[src/rtl/boid_pkg.sv]
// Shared types and constants for the BER object identifier decoder.
package boid_pkg;

    localparam int unsigned QDEPTH = 2;
    localparam int unsigned QPTR_W = $clog2(QDEPTH);
    localparam int unsigned QCNT_W = $clog2(QDEPTH + 1);

    localparam logic [7:0] TAG_RESET = 8'h06;

    localparam logic [1:0] PH_IDLE = 2'd0;
    localparam logic [1:0] PH_LEN1 = 2'd1;
    localparam logic [1:0] PH_LENN = 2'd2;
    localparam logic [1:0] PH_BODY = 2'd3;

    localparam logic [1:0] ST_SUBID = 2'd0;
    localparam logic [1:0] ST_DONE  = 2'd1;
    localparam logic [1:0] ST_ERR   = 2'd2;

    localparam logic [2:0] E_TAG   = 3'd0;
    localparam logic [2:0] E_FORM  = 3'd1;
    localparam logic [2:0] E_BIG   = 3'd2;
    localparam logic [2:0] E_TRUNC = 3'd3;
    localparam logic [2:0] E_OVF   = 3'd4;
    localparam logic [2:0] E_UNFIN = 3'd5;

    // classified byte request
    typedef struct packed {
        logic [7:0] data;
        logic       start;
        logic       blast;
        logic       tag_ok;
        logic       more;
        logic       form_ok;
    } item_t;

endpackage

[src/rtl/ber_object_identifier_decoder.sv]
// Top level of the BER object identifier decoder.
// A byte is queued, and any result it yields is held in the result register.
// Throughput: one byte per cycle, retired by the engine unless the output stalls.
// A two-entry queue and the result register absorb output stalls.
// Reset (rst_n low, asynchronous): engine idle, queue empty, expected tag 0x06.
module ber_object_identifier_decoder (
    input  logic        clk,
    input  logic        rst_n,
    input  logic        cfg_we,
    input  logic [7:0]  cfg_wdata,
    input  logic        in_valid,
    output logic        in_ready,
    input  logic [7:0]  data_byte,
    input  logic        start_req,
    input  logic        buffer_last,
    output logic        out_valid,
    input  logic        out_ready,
    output logic [1:0]  status,
    output logic [31:0] subid_value,
    output logic [30:0] subid_count,
    output logic [2:0]  error_code,
    output logic        last
);

    logic            push;
    boid_pkg::item_t push_item;
    logic            q_ready;
    logic            pop;
    logic            q_valid;
    boid_pkg::item_t q_item;

    boid_front u_front (
        .clk         (clk),
        .rst_n       (rst_n),
        .cfg_we      (cfg_we),
        .cfg_wdata   (cfg_wdata),
        .in_valid    (in_valid),
        .in_ready    (in_ready),
        .data_byte   (data_byte),
        .start_req   (start_req),
        .buffer_last (buffer_last),
        .push        (push),
        .push_item   (push_item),
        .q_ready     (q_ready)
    );

    boid_queue u_queue (
        .clk       (clk),
        .rst_n     (rst_n),
        .push      (push),
        .push_item (push_item),
        .q_ready   (q_ready),
        .pop       (pop),
        .q_valid   (q_valid),
        .q_item    (q_item)
    );

    boid_back u_back (
        .clk         (clk),
        .rst_n       (rst_n),
        .q_valid     (q_valid),
        .q_item      (q_item),
        .pop         (pop),
        .out_valid   (out_valid),
        .out_ready   (out_ready),
        .status      (status),
        .subid_value (subid_value),
        .subid_count (subid_count),
        .error_code  (error_code),
        .last        (last)
    );

endmodule

[src/rtl/boid_front.sv]
// Front end: accepts byte requests, holds the tag register and classifies each byte.
module boid_front (
    input  logic              clk,
    input  logic              rst_n,
    input  logic              cfg_we,
    input  logic [7:0]        cfg_wdata,
    input  logic              in_valid,
    output logic              in_ready,
    input  logic [7:0]        data_byte,
    input  logic              start_req,
    input  logic              buffer_last,
    output logic              push,
    output boid_pkg::item_t   push_item,
    input  logic              q_ready
);

    logic [7:0] tag_reg;

    always_ff @(posedge clk or negedge rst_n)
    begin
        if (!rst_n)
        begin
            tag_reg <= boid_pkg::TAG_RESET;
        end
        else if (cfg_we)
        begin
            tag_reg <= cfg_wdata;
        end
    end

    assign in_ready = q_ready;
    assign push     = in_valid && q_ready;

    always_comb
    begin
        push_item.data    = data_byte;
        push_item.start   = start_req;
        push_item.blast   = buffer_last;
        push_item.tag_ok  = (data_byte == tag_reg);
        push_item.more    = data_byte[7];
        // long form with one to four length octets
        push_item.form_ok = (data_byte[6:0] != 7'd0) && (data_byte[6:0] <= 7'd4);
    end

endmodule

[src/rtl/boid_queue.sv]
// Two-entry queue between the classifier and the decode engine.
module boid_queue (
    input  logic              clk,
    input  logic              rst_n,
    input  logic              push,
    input  boid_pkg::item_t   push_item,
    output logic              q_ready,
    input  logic              pop,
    output logic              q_valid,
    output boid_pkg::item_t   q_item
);

    boid_pkg::item_t                    mem [boid_pkg::QDEPTH];
    logic [boid_pkg::QPTR_W-1:0]        wr_ptr_reg;
    logic [boid_pkg::QPTR_W-1:0]        rd_ptr_reg;
    logic [boid_pkg::QCNT_W-1:0]        cnt_reg;

    localparam logic [boid_pkg::QCNT_W-1:0] FULL = boid_pkg::QCNT_W'(boid_pkg::QDEPTH);
    localparam logic [boid_pkg::QPTR_W-1:0] LAST = boid_pkg::QPTR_W'(boid_pkg::QDEPTH - 1);

    assign q_ready = (cnt_reg != FULL);
    assign q_valid = (cnt_reg != '0);
    assign q_item  = mem[rd_ptr_reg];

    always_ff @(posedge clk)
    begin
        if (push)
        begin
            mem[wr_ptr_reg] <= push_item;
        end
    end

    always_ff @(posedge clk or negedge rst_n)
    begin
        if (!rst_n)
        begin
            wr_ptr_reg <= '0;
            rd_ptr_reg <= '0;
            cnt_reg    <= '0;
        end
        else
        begin
            if (push)
            begin
                wr_ptr_reg <= (wr_ptr_reg == LAST) ? '0 : wr_ptr_reg + 1'b1;
            end
            if (pop)
            begin
                rd_ptr_reg <= (rd_ptr_reg == LAST) ? '0 : rd_ptr_reg + 1'b1;
            end
            if (push && !pop)
            begin
                cnt_reg <= cnt_reg + 1'b1;
            end
            else if (pop && !push)
            begin
                cnt_reg <= cnt_reg - 1'b1;
            end
        end
    end

endmodule

[src/rtl/boid_back.sv]
// Decode engine: length and subidentifier state machine with the result register.
module boid_back (
    input  logic              clk,
    input  logic              rst_n,
    input  logic              q_valid,
    input  boid_pkg::item_t   q_item,
    output logic              pop,
    output logic              out_valid,
    input  logic              out_ready,
    output logic [1:0]        status,
    output logic [31:0]       subid_value,
    output logic [30:0]       subid_count,
    output logic [2:0]        error_code,
    output logic              last
);

    logic [1:0]  phase_reg,       phase_next;
    logic [2:0]  len_left_reg,    len_left_next;
    logic [31:0] len_acc_reg,     len_acc_next;
    logic [30:0] content_reg,     content_next;
    logic [31:0] subid_acc_reg,   subid_acc_next;
    logic [30:0] count_reg,       count_next;

    logic        out_valid_reg;
    logic [1:0]  status_reg;
    logic [31:0] value_reg;
    logic [30:0] cnt_out_reg;
    logic [2:0]  code_reg;
    logic        last_reg;

    logic        res_v;
    logic [1:0]  res_status;
    logic [31:0] res_value;
    logic [30:0] res_count;
    logic [2:0]  res_code;
    logic        res_last;

    logic [31:0] len_shift;
    logic [2:0]  len_left_dec;
    logic [30:0] len_val;
    logic        body_end;
    logic [31:0] subid_new;

    assign pop = q_valid && (!out_valid_reg || out_ready);

    assign len_shift    = {len_acc_reg[23:0], q_item.data};
    assign len_left_dec = len_left_reg - 3'd1;
    assign body_end     = (content_reg == 31'd1);
    assign subid_new    = {subid_acc_reg[24:0], q_item.data[6:0]};

    always_comb
    begin
        phase_next     = phase_reg;
        len_left_next  = len_left_reg;
        len_acc_next   = len_acc_reg;
        content_next   = content_reg;
        subid_acc_next = subid_acc_reg;
        count_next     = count_reg;
        res_v          = 1'b0;
        res_status     = boid_pkg::ST_ERR;
        res_value      = '0;
        res_count      = count_reg;
        res_code       = boid_pkg::E_TAG;
        res_last       = 1'b1;
        len_val        = '0;

        if (pop)
        begin
            if (q_item.start)
            begin
                count_next     = '0;
                subid_acc_next = '0;
                len_acc_next   = '0;
                len_left_next  = '0;
                content_next   = '0;
                res_count      = '0;
                if (!q_item.tag_ok)
                begin
                    res_v      = 1'b1;
                    phase_next = boid_pkg::PH_IDLE;
                end
                else if (q_item.blast)
                begin
                    res_v      = 1'b1;
                    res_code   = boid_pkg::E_TRUNC;
                    phase_next = boid_pkg::PH_IDLE;
                end
                else
                begin
                    phase_next = boid_pkg::PH_LEN1;
                end
            end
            else
            begin
                unique case (phase_reg)
                    boid_pkg::PH_LEN1:
                    begin
                        if (!q_item.more)
                        begin
                            len_val      = {24'd0, q_item.data[6:0]};
                            content_next = len_val;
                            if (len_val == '0)
                            begin
                                res_v      = 1'b1;
                                res_status = boid_pkg::ST_DONE;
                                phase_next = boid_pkg::PH_IDLE;
                            end
                            else if (q_item.blast)
                            begin
                                res_v      = 1'b1;
                                res_code   = boid_pkg::E_TRUNC;
                                phase_next = boid_pkg::PH_IDLE;
                            end
                            else
                            begin
                                phase_next = boid_pkg::PH_BODY;
                            end
                        end
                        else if (!q_item.form_ok)
                        begin
                            res_v      = 1'b1;
                            res_code   = boid_pkg::E_FORM;
                            phase_next = boid_pkg::PH_IDLE;
                        end
                        else if (q_item.blast)
                        begin
                            res_v      = 1'b1;
                            res_code   = boid_pkg::E_TRUNC;
                            phase_next = boid_pkg::PH_IDLE;
                        end
                        else
                        begin
                            len_left_next = q_item.data[2:0];
                            len_acc_next  = '0;
                            phase_next    = boid_pkg::PH_LENN;
                        end
                    end
                    boid_pkg::PH_LENN:
                    begin
                        len_acc_next  = len_shift;
                        len_left_next = len_left_dec;
                        len_val       = len_shift[30:0];
                        if (len_left_dec != 3'd0)
                        begin
                            if (q_item.blast)
                            begin
                                res_v      = 1'b1;
                                res_code   = boid_pkg::E_TRUNC;
                                phase_next = boid_pkg::PH_IDLE;
                            end
                        end
                        else if (len_shift[31])
                        begin
                            res_v      = 1'b1;
                            res_code   = boid_pkg::E_BIG;
                            phase_next = boid_pkg::PH_IDLE;
                        end
                        else
                        begin
                            content_next = len_val;
                            if (len_val == '0)
                            begin
                                res_v      = 1'b1;
                                res_status = boid_pkg::ST_DONE;
                                phase_next = boid_pkg::PH_IDLE;
                            end
                            else if (q_item.blast)
                            begin
                                res_v      = 1'b1;
                                res_code   = boid_pkg::E_TRUNC;
                                phase_next = boid_pkg::PH_IDLE;
                            end
                            else
                            begin
                                phase_next = boid_pkg::PH_BODY;
                            end
                        end
                    end
                    boid_pkg::PH_BODY:
                    begin
                        content_next = content_reg - 31'd1;
                        if (!body_end && q_item.blast)
                        begin
                            res_v      = 1'b1;
                            res_code   = boid_pkg::E_TRUNC;
                            phase_next = boid_pkg::PH_IDLE;
                        end
                        else if (body_end && q_item.more)
                        begin
                            res_v      = 1'b1;
                            res_code   = boid_pkg::E_UNFIN;
                            phase_next = boid_pkg::PH_IDLE;
                        end
                        else if (subid_acc_reg[31:25] != 7'd0)
                        begin
                            res_v      = 1'b1;
                            res_code   = boid_pkg::E_OVF;
                            phase_next = boid_pkg::PH_IDLE;
                        end
                        else if (q_item.more)
                        begin
                            subid_acc_next = subid_new;
                        end
                        else
                        begin
                            subid_acc_next = '0;
                            count_next     = count_reg + 31'd1;
                            res_v          = 1'b1;
                            res_status     = boid_pkg::ST_SUBID;
                            res_value      = subid_new;
                            res_count      = count_reg + 31'd1;
                            res_last       = body_end;
                            if (body_end)
                            begin
                                phase_next = boid_pkg::PH_IDLE;
                            end
                        end
                    end
                    default:
                    begin
                        phase_next = boid_pkg::PH_IDLE;
                    end
                endcase
            end
        end
    end

    always_ff @(posedge clk or negedge rst_n)
    begin
        if (!rst_n)
        begin
            phase_reg     <= boid_pkg::PH_IDLE;
            len_left_reg  <= '0;
            len_acc_reg   <= '0;
            content_reg   <= '0;
            subid_acc_reg <= '0;
            count_reg     <= '0;
            out_valid_reg <= 1'b0;
        end
        else
        begin
            phase_reg     <= phase_next;
            len_left_reg  <= len_left_next;
            len_acc_reg   <= len_acc_next;
            content_reg   <= content_next;
            subid_acc_reg <= subid_acc_next;
            count_reg     <= count_next;
            if (res_v)
            begin
                out_valid_reg <= 1'b1;
            end
            else if (out_ready)
            begin
                out_valid_reg <= 1'b0;
            end
        end
    end

    always_ff @(posedge clk)
    begin
        if (res_v)
        begin
            status_reg  <= res_status;
            value_reg   <= res_value;
            cnt_out_reg <= res_count;
            code_reg    <= (res_status == boid_pkg::ST_ERR) ? res_code : boid_pkg::E_TAG;
            last_reg    <= res_last;
        end
    end

    assign out_valid   = out_valid_reg;
    assign status      = status_reg;
    assign subid_value = value_reg;
    assign subid_count = cnt_out_reg;
    assign error_code  = code_reg;
    assign last        = last_reg;

    a_final_ends_element: assert property (@(posedge clk) disable iff (!rst_n)
        (res_v && res_last) |=> (phase_reg == boid_pkg::PH_IDLE))
        else $error("element not closed after final result");

    a_nonsubid_is_last: assert property (@(posedge clk) disable iff (!rst_n)
        (out_valid_reg && status_reg != boid_pkg::ST_SUBID) |->
            (last_reg && value_reg == 32'd0))
        else $error("done or error result not final or carries a value");

    a_subid_counted: assert property (@(posedge clk) disable iff (!rst_n)
        (out_valid_reg && status_reg == boid_pkg::ST_SUBID) |->
            (cnt_out_reg != 31'd0 && code_reg == boid_pkg::E_TAG))
        else $error("subidentifier result with zero count or error code");

    a_no_overwrite: assert property (@(posedge clk) disable iff (!rst_n)
        (out_valid_reg && !out_ready) |-> !pop)
        else $error("request taken while result register stalled");

endmodule

[config.mk]
export PLATFORM = sky130hd
export DESIGN_NAME = ber_object_identifier_decoder
export DESIGN_NICKNAME = d
export VERILOG_FILES = /design/src/rtl/boid_pkg.sv /design/src/rtl/ber_object_identifier_decoder.sv /design/src/rtl/boid_front.sv /design/src/rtl/boid_queue.sv /design/src/rtl/boid_back.sv
export SDC_FILE = /design/constraint.sdc
export NUM_CORES = 1
export LEC_CHECK = 0
export BUFFER_PORTS_ARGS = -buffer_cell sky130_fd_sc_hd__buf_4
export CAP_MARGIN = 10
export CORE_ASPECT_RATIO = 1.1
export CORE_MARGIN = 4
export CORE_UTILIZATION = 54
export CTS_CLUSTER_DIAMETER = 50
export DETAILED_ROUTE_END_ITERATION = 10
export GPL_ROUTABILITY_DRIVEN = 1
export PLACE_DENSITY = 0.76
export SETUP_SLACK_MARGIN = 0.2
export SLEW_MARGIN = 5
export SYNTH_ARGS = -nofsm -noshare
export SYNTH_HDL_FRONTEND = slang
export SYNTH_SLANG_ARGS = --single-unit
[constraint.sdc]
create_clock -name clk -period 3.8 [get_ports clk]
set_input_delay 0.38 -clock clk [delete_from_list [all_inputs] [get_ports clk]]
set_output_delay 0.38 -clock clk [all_outputs]
set_load 0.02 [all_outputs]
==> flow_summary.yaml, run 1 <==
status:
  status: "finished, final reports clean"
finish:
  drive_gt1_share_pct: 17.8
  nNetsFinal: 1112
  final_area_sq_um: 12500
  utilization_pct: 65.2
  synthToLayoutAreaGrowth_pct: 18.0
  num_antenna_cells: 0
clock_network:
  cts_tree: "done"
  cts.root.buffer_cell: "clkbuf_16"
  ctsHoldBuffers: 1
  clk_latency_ps: 520
  cts-resized-gates: 0
  cts.sinks: 229
  cts_buffer_depth: 3
  post_cts_buffers: 0
  clk_pin_slew_ps: 60
  h-tree-depth: 1
  cts_buffers: 27
detailed_routing:
  wl_met1_um: 10400
  wl_per_cell_um: 18.9
  routed_wirelength_um: 25500
  dr.pass1.iters: 5
  wl_met3_um: 1740
  initialDrtViolationCount: 682
  drc: 0
  via_count: 8197
  viasPerCell: 6.09
  top_layer_used: "met4"
  drt.antenna.violating_nets: 0
  route.met2.wl_um: 12800
setup_path:
  criticalPathCategory: "flip-flop to flip-flop"
  cpMaxStageDelayCell: "nor4_2"
  crit_top_cell: "and3_1"
  cp_num_cells: 7
  worstPathRequired_ps: 3960
  cp-end-kind: "flip-flop"
  max_stage_delay_ps: 550
  r2r_cells: 7
  arrival_ps: 3370
  path_delay_family: "simple AND/OR/NAND/NOR gates"
  critPathLaunchType: "flip-flop"
  crit_buf_inv: 1
  crit_fanout: 44
  crit_chain: "nor4_2 > and3_1 > and3_1 > o311ai_0 > and3_1 > nand2_2 > buf_4"
global_route:
  grt_pass1_wl_um: 41600
  grt_overflow: 0
  grt_pass1_vias: 7957
  grt_usage_pct: 23.1
  antenna_found_initial: 0
  grt_max_degree: 65
placed_design:
  gp_routability_congestion: 0.926
  dp_slack_ps: 645
  post_dp_cell_area_sq_um: 11600
  dpl.hpwl_um: 17500
  portBuffers: 93
logic_synthesis:
  ys.flop_type: "dfrtp_1"
  async_flop_share_pct: 59.4
  ys_types: 70
  synth-seq-cells: 229
  synth.avg_cell_area_sq_um: 10.8
  seq_area_frac_synth_pct: 58.4
  synthCells: 981
  ys_warn_count: 0
  synth_edf_count: 93
  synthesis.nets: 1014
  syn-cell-area_sq_um: 10600
timing:
  setup_tns_ps: 0
  rsz0062_at_grt: "false"
  skew_ps: 13.5
  worst_slew_pin_slew_ps: 1030
  setup_ws_ps: 588
  hold_viol: 0
  slew_viol_final: 0
  finalSetupViolations: 0
  maxSlewHeadroom_pct: 30.8
  timing.fmax_mhz: 311
  period_minus_slack_ps: 3210
  timing.final.crit_share_pct: 84.5
worst_hold_path:
  min_path_type: "input pin to flip-flop"
  holdPathStages: 1
die:
  placementRows: 53
  die-area_sq_um: 22000
  coreArea_sq_um: 19200
  die_x_um: 142
  die_h_um: 155
  initial_utilization_pct: 55.2
  num_io_pins: 94
power_and_ir_drop:
  peakVddDrop_mv: 0.470
  cellPowerDensity_nw_per_um2: 691
  p_total_w: 0.00867
  leakage_nw: 5.07
run:
  maxCapViolCount: 0
per-stage QoR:
stage	instances	hold WS, ps
global route	1347	23.1
CTS	1347	29.9
detailed placement	1296	414
finish	1347	43.7
global placement	1296	409
floorplan	981	84.4
cell families (layout without fill, tap and decap cells):
family | Yosys count | in the layout | synth area share (%)
xor gates and xnor gates | 32 | 32 | 2.64
and+or+nand+nor | 357 | 357 | 16.9
DFF | 229 | 229 | 58.4
adders and majority gates | 10 | 10 | 1.18
buffers and inverters | 75 | 194 | 2.92
AOI/OAI and AO/OA | 254 | 254 | 15.4
muxes | 24 | 24 | 2.54
placed cells by master (no fill, tap or decap), types with 5 or more instances in the layout:
master     Yosys  layout
o31ai_1       27      27
a21oi_1       37      37
nor3_1        20      20
nand3_1       47      47
o21ai_0       98      98
dfrtp_1      134     134
or4_1          6       6
edfxtp_1      93      93
clkinv_1       0       5
nor4_1        19      19
o31a_1         5       5
xor2_1        12      12
xnor2_1       20      20
and2_1        27      27
nand2b_1       6       6
nor2_1        69      69
a31oi_1        8       8
inv_1         21      21
o211ai_1      14      14
ha_1          10      10
or3_1         10      10
nand4_1       12      12
mux2i_1        9       9
and3_1        13      13
buf_4          1     120
mux2_2        14      14
nand2_1      107     106
a32oi_1        6       6
a211oi_1       6       6
a22o_1        12      12
o21a_1         6       6
clkbuf_16      0      27
worst reg2reg max path, delay by kind of cell, from the launching register on:
family	cells	cell delay [ps]
AND/OR/NAND/NOR	5	1750
buffers and inverters	1	470
flip-flops	1	430
AO/OA/AOI/OAI	1	170
final cells by class:
cell class              count  area, sq um
fillers                  1506         6690
flip-flops and latches    229         6200
multi-input cells         677         4130
repair buffers            122          931
clock buffers              31          691
well taps                 247          309
clock inverters            19          195
inverters                  22         82.6
synth_stat cells (19+ instances only):
cell type / n / area [sq um]
clkbuf_1: 41 / 154
nand2_1: 107 / 402
and2_1: 27 / 169
xnor2_1: 20 / 175
o31ai_1: 27 / 203
nor2_1: 69 / 259
nor3_1: 20 / 100
inv_1: 21 / 78.8
nand3_1: 47 / 235
o21ai_0: 98 / 490
nor4_1: 19 / 119
a21oi_1: 37 / 185
dfrtp_1: 134 / 3350
edfxtp_1: 93 / 2790
path summary, 6_finish.rpt:
kind | startpoint | endpoint | slack, ps
min | start_req | u_queue.mem[0][4] | 40
min in group asynchronous | rst_n | u_back.subid_acc_reg[7] | 390
max in group asynchronous | rst_n | u_back.content_reg[14] | 2540
max | u_back.content_reg[2] | u_back.subid_value[13] | 590
min reg2reg | u_back.len_left_reg[1] | u_back.len_left_reg[1] | 490
max reg2reg | u_back.content_reg[2] | u_back.subid_value[13] | 590
metal layers:
layer / GRT usage [%] / vias to the layer above
met2: 39.3 / 303
li1: - / 3834
met5: 0 / -
met4: 6.72 / 0
met3: 3.90 / 54
met1: 30.6 / 4006
report_power, final:
group	switching, W	leakage [nW]	internal [W]
Clock	0.00103	0.432	0.00152
Sequential	0.000221	2.75	0.00312
Combinational	0.00189	1.89	0.000890
Total	0.00314	5.07	0.00553
(Power assumes the default switching activity.)
==> inputs of run 2 (changes only) <==
Settings changed: CORE_UTILIZATION 54 to 60, PLACE_DENSITY 0.76 to 0.8.
Clock period 3.8 ns to 3.37 ns, I/O delays scaled along.
==> run 2 against run 1 <==
  * Worst setup slack worse by 190 ps
  * Clock-buffer cell count is 7 higher
  * First-iteration DRC count grew 25%
  * Routed wire length increased by 0.75%
  * Final area down 0.33%
  * Power is 9.6% higher
  * Sequential share of layout area is 0.17 points higher
  * Global-route usage grew 2.8 points
  * Register-to-register slack worse by 190 ps
  * Worst hold slack lost 26 ps
  * Clock power about the same
  * Clock skew up 4.7 ps
  * Critical path type unchanged
  * Critical endpoint is now u_back.subid_count[29]
==> flow_summary.yaml, run 2 (synthesis results as in run 1) <==
status:
  status: "finished, final reports clean"
global_route:
  grt_overflow: 0
  grt_max_degree: 137
  busiest_layer: "met2"
  grt_util_met2_pct: 44.1
  antenna_found_initial: 0
  gr-usage-met3_pct: 3.51
  met1_usage_pct: 35.0
  grt_pass1_vias: 8155
  grt_usage_pct: 25.9
  grt_pass1_wl_um: 42100
die:
  die_h_um: 148
  num_io_pins: 94
  die_x_um: 135
  initial_utilization_pct: 61.7
  placementRows: 50
  die-area_sq_um: 19900
  coreArea_sq_um: 17200
placed_design:
  gp_routability_congestion: 0.940
  portBuffers: 93
  post_dp_cell_area_sq_um: 11700
  dp_slack_ps: 343
  dpl.hpwl_um: 17100
finish:
  num_antenna_cells: 0
  drive_gt1_share_pct: 17.6
  fillers: 1202
  final_common_cell: "dfrtp_1"
  nNetsFinal: 1114
  utilization_pct: 72.6
  synthToLayoutAreaGrowth_pct: 17.6
  final_area_sq_um: 12500
  final_cell_mix: "133 x dfrtp_1, 119 x buf_4, 106 x nand2_1"
detailed_routing:
  routed_wirelength_um: 25700
  wl_per_cell_um: 19.2
  viasPerCell: 6.21
  via_count: 8290
  dr.pass1.iters: 6
  initialDrtViolationCount: 855
  drt.antenna.violating_nets: 0
  drc: 0
timing:
  maxSlewHeadroom_pct: 33.9
  worst_slew_pin_slew_ps: 987
  hold_viol: 0
  setup_ws_ps: 394
  finalSetupViolations: 0
  skew_ps: 18.2
  rsz0062_at_grt: "false"
  period_minus_slack_ps: 2980
  hold_ws_ps: 17.8
  timing.fmax_mhz: 336
  slew_viol_final: 0
  setup_tns_ps: 0
  timing.final.crit_share_pct: 88.3
setup_path:
  crit_fanout: 8
  crit_buf_inv: 0
  cpMaxStageDelayCell: "or4_4"
  criticalPathCategory: "flip-flop to flip-flop"
  arrival_ps: 3330
  max_stage_delay_ps: 600
  crit_chain: "or4_4 > nor4b_4 > and4_2 > o211ai_1 > or4_1 > a21oi_1"
  path_delay_family: "simple AND/OR/NAND/NOR gates"
  cp-end-kind: "flip-flop"
  critPathLaunchType: "flip-flop"
  worstPathRequired_ps: 3720
power_and_ir_drop:
  leakage_nw: 5.05
  cellPowerDensity_nw_per_um2: 760
  peakVddDrop_mv: 0.539
clock_network:
  cts_buffers: 25
  clk_pin_slew_ps: 60
  cts.root.buffer_cell: "clkbuf_16"
  cts.sinks: 229
  clk_latency_ps: 530
  post_cts_buffers: 0
  cts_tree: "done"
  h-tree-depth: 1
  cts_buffer_depth: 3
worst_hold_path:
  min_path_type: "input pin to flip-flop"
run:
  maxCapViolCount: 0
==> run 2: cell count changes in the layout (fill, tap and decap cells not counted), sizes merged <==
| cell | change |
|---|---|
| bufinv | -3 |
| clkbuf | +7 |
| clkinv | -4 |
| clkinvlp | -1 |
| dlygate4sd3 | +2 |
| inv | -3 |
| buf | +2 |
==> run 2: through the flow <==
| stage | instances | power, W |
|---|---|---|
| floorplan | 981 | 0.00574 |
| global placement | 1285 | 0.00689 |
| detailed placement | 1285 | 0.00696 |
| CTS | 1334 | 0.00950 |
| global route | 1334 | 0.00996 |
| finish | 1334 | 0.00950 |
==> run 2: repair_timing <==
item                                    in CTS  in global routing
endpoints found under the hold margin       22                  0
gates resized for setup                      0                  4
hold buffers                                 3                  0
endpoints found under the setup margin       0                 49
==> run 2: cell type report <==
class                           count  area, sq um  area share [%]
Sequential cell                   229         6200            49.6
Timing Repair Buffer              126         1000            8.03
Clock inverter                      8         57.6           0.461
Multi-Input combinational cell    677         4150            33.2
Inverter                           22         82.6           0.661
Clock buffer                       38          714            5.72
Tap cell                          234          293            2.34
==> run 2: path summary, 6_finish.rpt <==
path	to	depth (start not counted)	slack, ps	startpoint
setup / recovery	u_back.subid_count[29]	6	390	u_back.content_reg[23]
hold / removal	u_queue.mem[0][1]	1	20	data_byte[7]
setup reg to reg	u_back.subid_count[29]	6	390	u_back.content_reg[23]
hold reg to reg	u_back.len_left_reg[1]	2	500	u_back.len_left_reg[1]
max in group asynchronous	u_back.len_acc_reg[8]	3	2330	rst_n
min in group asynchronous	u_back.subid_acc_reg[19]	3	470	rst_n
==> run 2: per-layer routing <==
metal  wire [um]  up-vias
met5           0        -
met4         615        0
met3        1710       61
met2       13000      357
met1       10400     4061
li1            -     3811
==> run 2: worst register-to-register path, stage by stage, from the launching register on <==
cell and delay [ps]:
dfrtp_1 410, or4_4 600, nor4b_4 410, and4_2 420
o211ai_1 270, or4_1 500, a21oi_1 190
==> run 2: report_power, final <==
part,internal [W],switching [W],leakage [nW]
logic,0.00105,0.00214,1.93
registers,0.00351,0.000261,2.75
clock network,0.00147,0.00107,0.377
==> inputs of run 3 (changes only) <==
==> constraint.sdc (replaced) <==
create_clock -name clk -period 3.2 [get_ports clk]
set_input_delay 0.16 -clock clk [delete_from_list [all_inputs] [get_ports clk]]
set_output_delay 0.16 -clock clk [all_outputs]
set_load 0.02 [all_outputs]
==> run 3 against run 2 <==
  * Sequential share of layout area decreased by 1.2 points
  * Maximum frequency grew 3.3%
  * First-iteration DRC count up 0.47%
  * Clock skew is 11 ps lower
  * Global-route usage down 0.086 points
  * Routed wire length barely moved
  * Sequential cell count unchanged
  * Sequential power up 5%
  * Worst setup slack got worse by 76 ps
==> flow_summary.yaml, run 3 (synthesis results as in run 1) <==
power_and_ir_drop:
  leakage_nw: 5.21
  peakVddDrop_mv: 0.546
  cellPowerDensity_nw_per_um2: 792
  combPwrFrac_pct: 34.6
  p_int_w: 0.00647
  switchingPower_w: 0.00368
  pwr-share-clk_pct: 26.6
  p_sw_share_pct: 36.3
  pwr-share-seq_pct: 38.9
finish:
  utilization_pct: 74.5
  drive_gt1_share_pct: 18.5
  synthToLayoutAreaGrowth_pct: 20.7
  final_cell_count_no_fill: 1365
  nNetsFinal: 1147
  fillers: 1180
  num_antenna_cells: 0
  final_cell_mix: "134 x dfrtp_1, 129 x buf_4, 106 x nand2_1"
  final_common_cell: "dfrtp_1"
clock_network:
  cts.sinks: 229
  clk_pin_slew_ps: 60
  h-tree-depth: 1
  cts_buffers: 24
  cts_tree: "done"
  clk_latency_ps: 510
  cts_buffer_depth: 3
  cts.root.buffer_cell: "clkbuf_16"
detailed_routing:
  drc: 0
  dr.pass1.iters: 6
  initialDrtViolationCount: 859
  drt.antenna.violating_nets: 0
  routed_wirelength_um: 25700
  via_count: 8333
  wl_per_cell_um: 18.8
  viasPerCell: 6.10
die:
  num_io_pins: 94
  die-area_sq_um: 19900
  placementRows: 50
  initial_utilization_pct: 61.7
  die_h_um: 148
  die_x_um: 135
  coreArea_sq_um: 17200
setup_path:
  critPathLaunchType: "flip-flop"
  arrival_ps: 3130
  worstReg2RegEnd: "u_back.subid_count[23]"
  crit_chain: "or4_4 > nor4_4 > a31oi_2 > buf_4 > o211ai_1 > or3_1 > a21oi_1"
  crit_buf_inv: 1
  cp_num_cells: 7
  path_delay_family: "simple AND/OR/NAND/NOR gates"
  startpoint: "u_back.content_reg[15]"
  worstSetupEndpoint: "u_back.subid_count[23]"
  max_stage_delay_ps: 600
  cpMaxStageDelayCell: "or4_4"
  criticalPathCategory: "flip-flop to flip-flop"
  cp-end-kind: "flip-flop"
  r2r_cells: 7
  rrSetupSlack_ps: 320
  rr_startpoint: "u_back.content_reg[15]"
  worstPathRequired_ps: 3450
  crit_fanout: 10
timing:
  setup_tns_ps: 0
  timing.final.crit_share_pct: 90.1
  finalSetupViolations: 0
  rsz0062_at_grt: "true"
  skew_ps: 6.98
  maxSlewHeadroom_pct: 32.9
  worst_slew_pin_slew_ps: 1010
  hold_ws_ps: 51.1
  slew_viol_final: 0
  period_minus_slack_ps: 2880
  hold_viol: 0
  timing.fmax_mhz: 347
global_route:
  grt_usage_pct: 25.8
  grt_pass1_vias: 8202
  grt_max_degree: 65
  grt_pass1_wl_um: 41700
  grt_overflow: 0
  antenna_found_initial: 0
status:
  status: "finished, final reports clean"
placed_design:
  portBuffers: 93
  gp_routability_congestion: 0.977
  dpl.hpwl_um: 17100
  dp_cells: 1293
worst_hold_path:
  min_path_type: "input pin to flip-flop"
run:
  maxCapViolCount: 0
run 3: area by class of cell:
cell class / count / area [sq um] / area share, %
sequential: 229 / 6200 / 48.4
multi-input combinational: 677 / 4150 / 32.4
timing repair buffer: 160 / 1310 / 10.2
clock buffer: 33 / 718 / 5.60
tap: 234 / 293 / 2.28
inverter: 22 / 82.6 / 0.644
clock inverter: 10 / 62.6 / 0.488
run 3: how the worst min path moves through the flow:
stage               from                  endpoint  slack (ps)  cells after the start
2_1_floorplan      rst_n     u_back.content_reg[0]        -140                      0
3_3_place_gp       rst_n  u_back.subid_acc_reg[18]         150                      1
3_5_place_dp       rst_n  u_back.subid_acc_reg[12]         150                      1
4_1_cts        out_ready          u_back.out_valid          50                      3
5_1_grt        out_ready          u_back.out_valid          60                      3
6_report       out_ready          u_back.out_valid          50                      3
run 3: worst min-delay path: stages:
cell and delay [ps]:
buf_4 70, nand2b_1 170, nand3_1 100
run 3: per-stage QoR:
stage / setup slack (ps) / power [W] / area, sq um
floorplan: 272 / 0.00604 / 10600
global placement: 309 / 0.00734 / 11700
detailed placement: 145 / 0.00741 / 11700
CTS: 241 / 0.0102 / 12800
global route: 140 / 0.0106 / 12800
finish: 318 / 0.0101 / 12800
run 3: what timing repair did:
item	4_1_cts	5_1_grt
endpoints found under the hold margin	62	0
hold buffers	28	0
pin swaps	0	3
setup buffers	0	1
setup endpoints to repair	2	26
gates resized for setup	1	4
gates cloned	0	0
run 3: metal layers:
layer	share of wire [%]	global-route usage, %	vias to the layer above	wire, um
li1	-	-	3900	-
met1	41	33.6	4036	10500
met2	50	44.2	331	13000
met3	6.3	4.46	66	1630
met4	2.4	8.25	0	619
met5	0	0	-	0
run 3: power by group through the flow:
stage | clock network, W | registers (W) | logic [W]
6_report | 0.00270 | 0.00394 | 0.00351
5_1_grt | 0.00288 | 0.00399 | 0.00376
4_1_cts | 0.00273 | 0.00394 | 0.00348
3_5_place_dp | 0 | 0.00399 | 0.00341
3_3_place_gp | 0 | 0.00398 | 0.00336
2_1_floorplan | 0 | 0.00437 | 0.00167
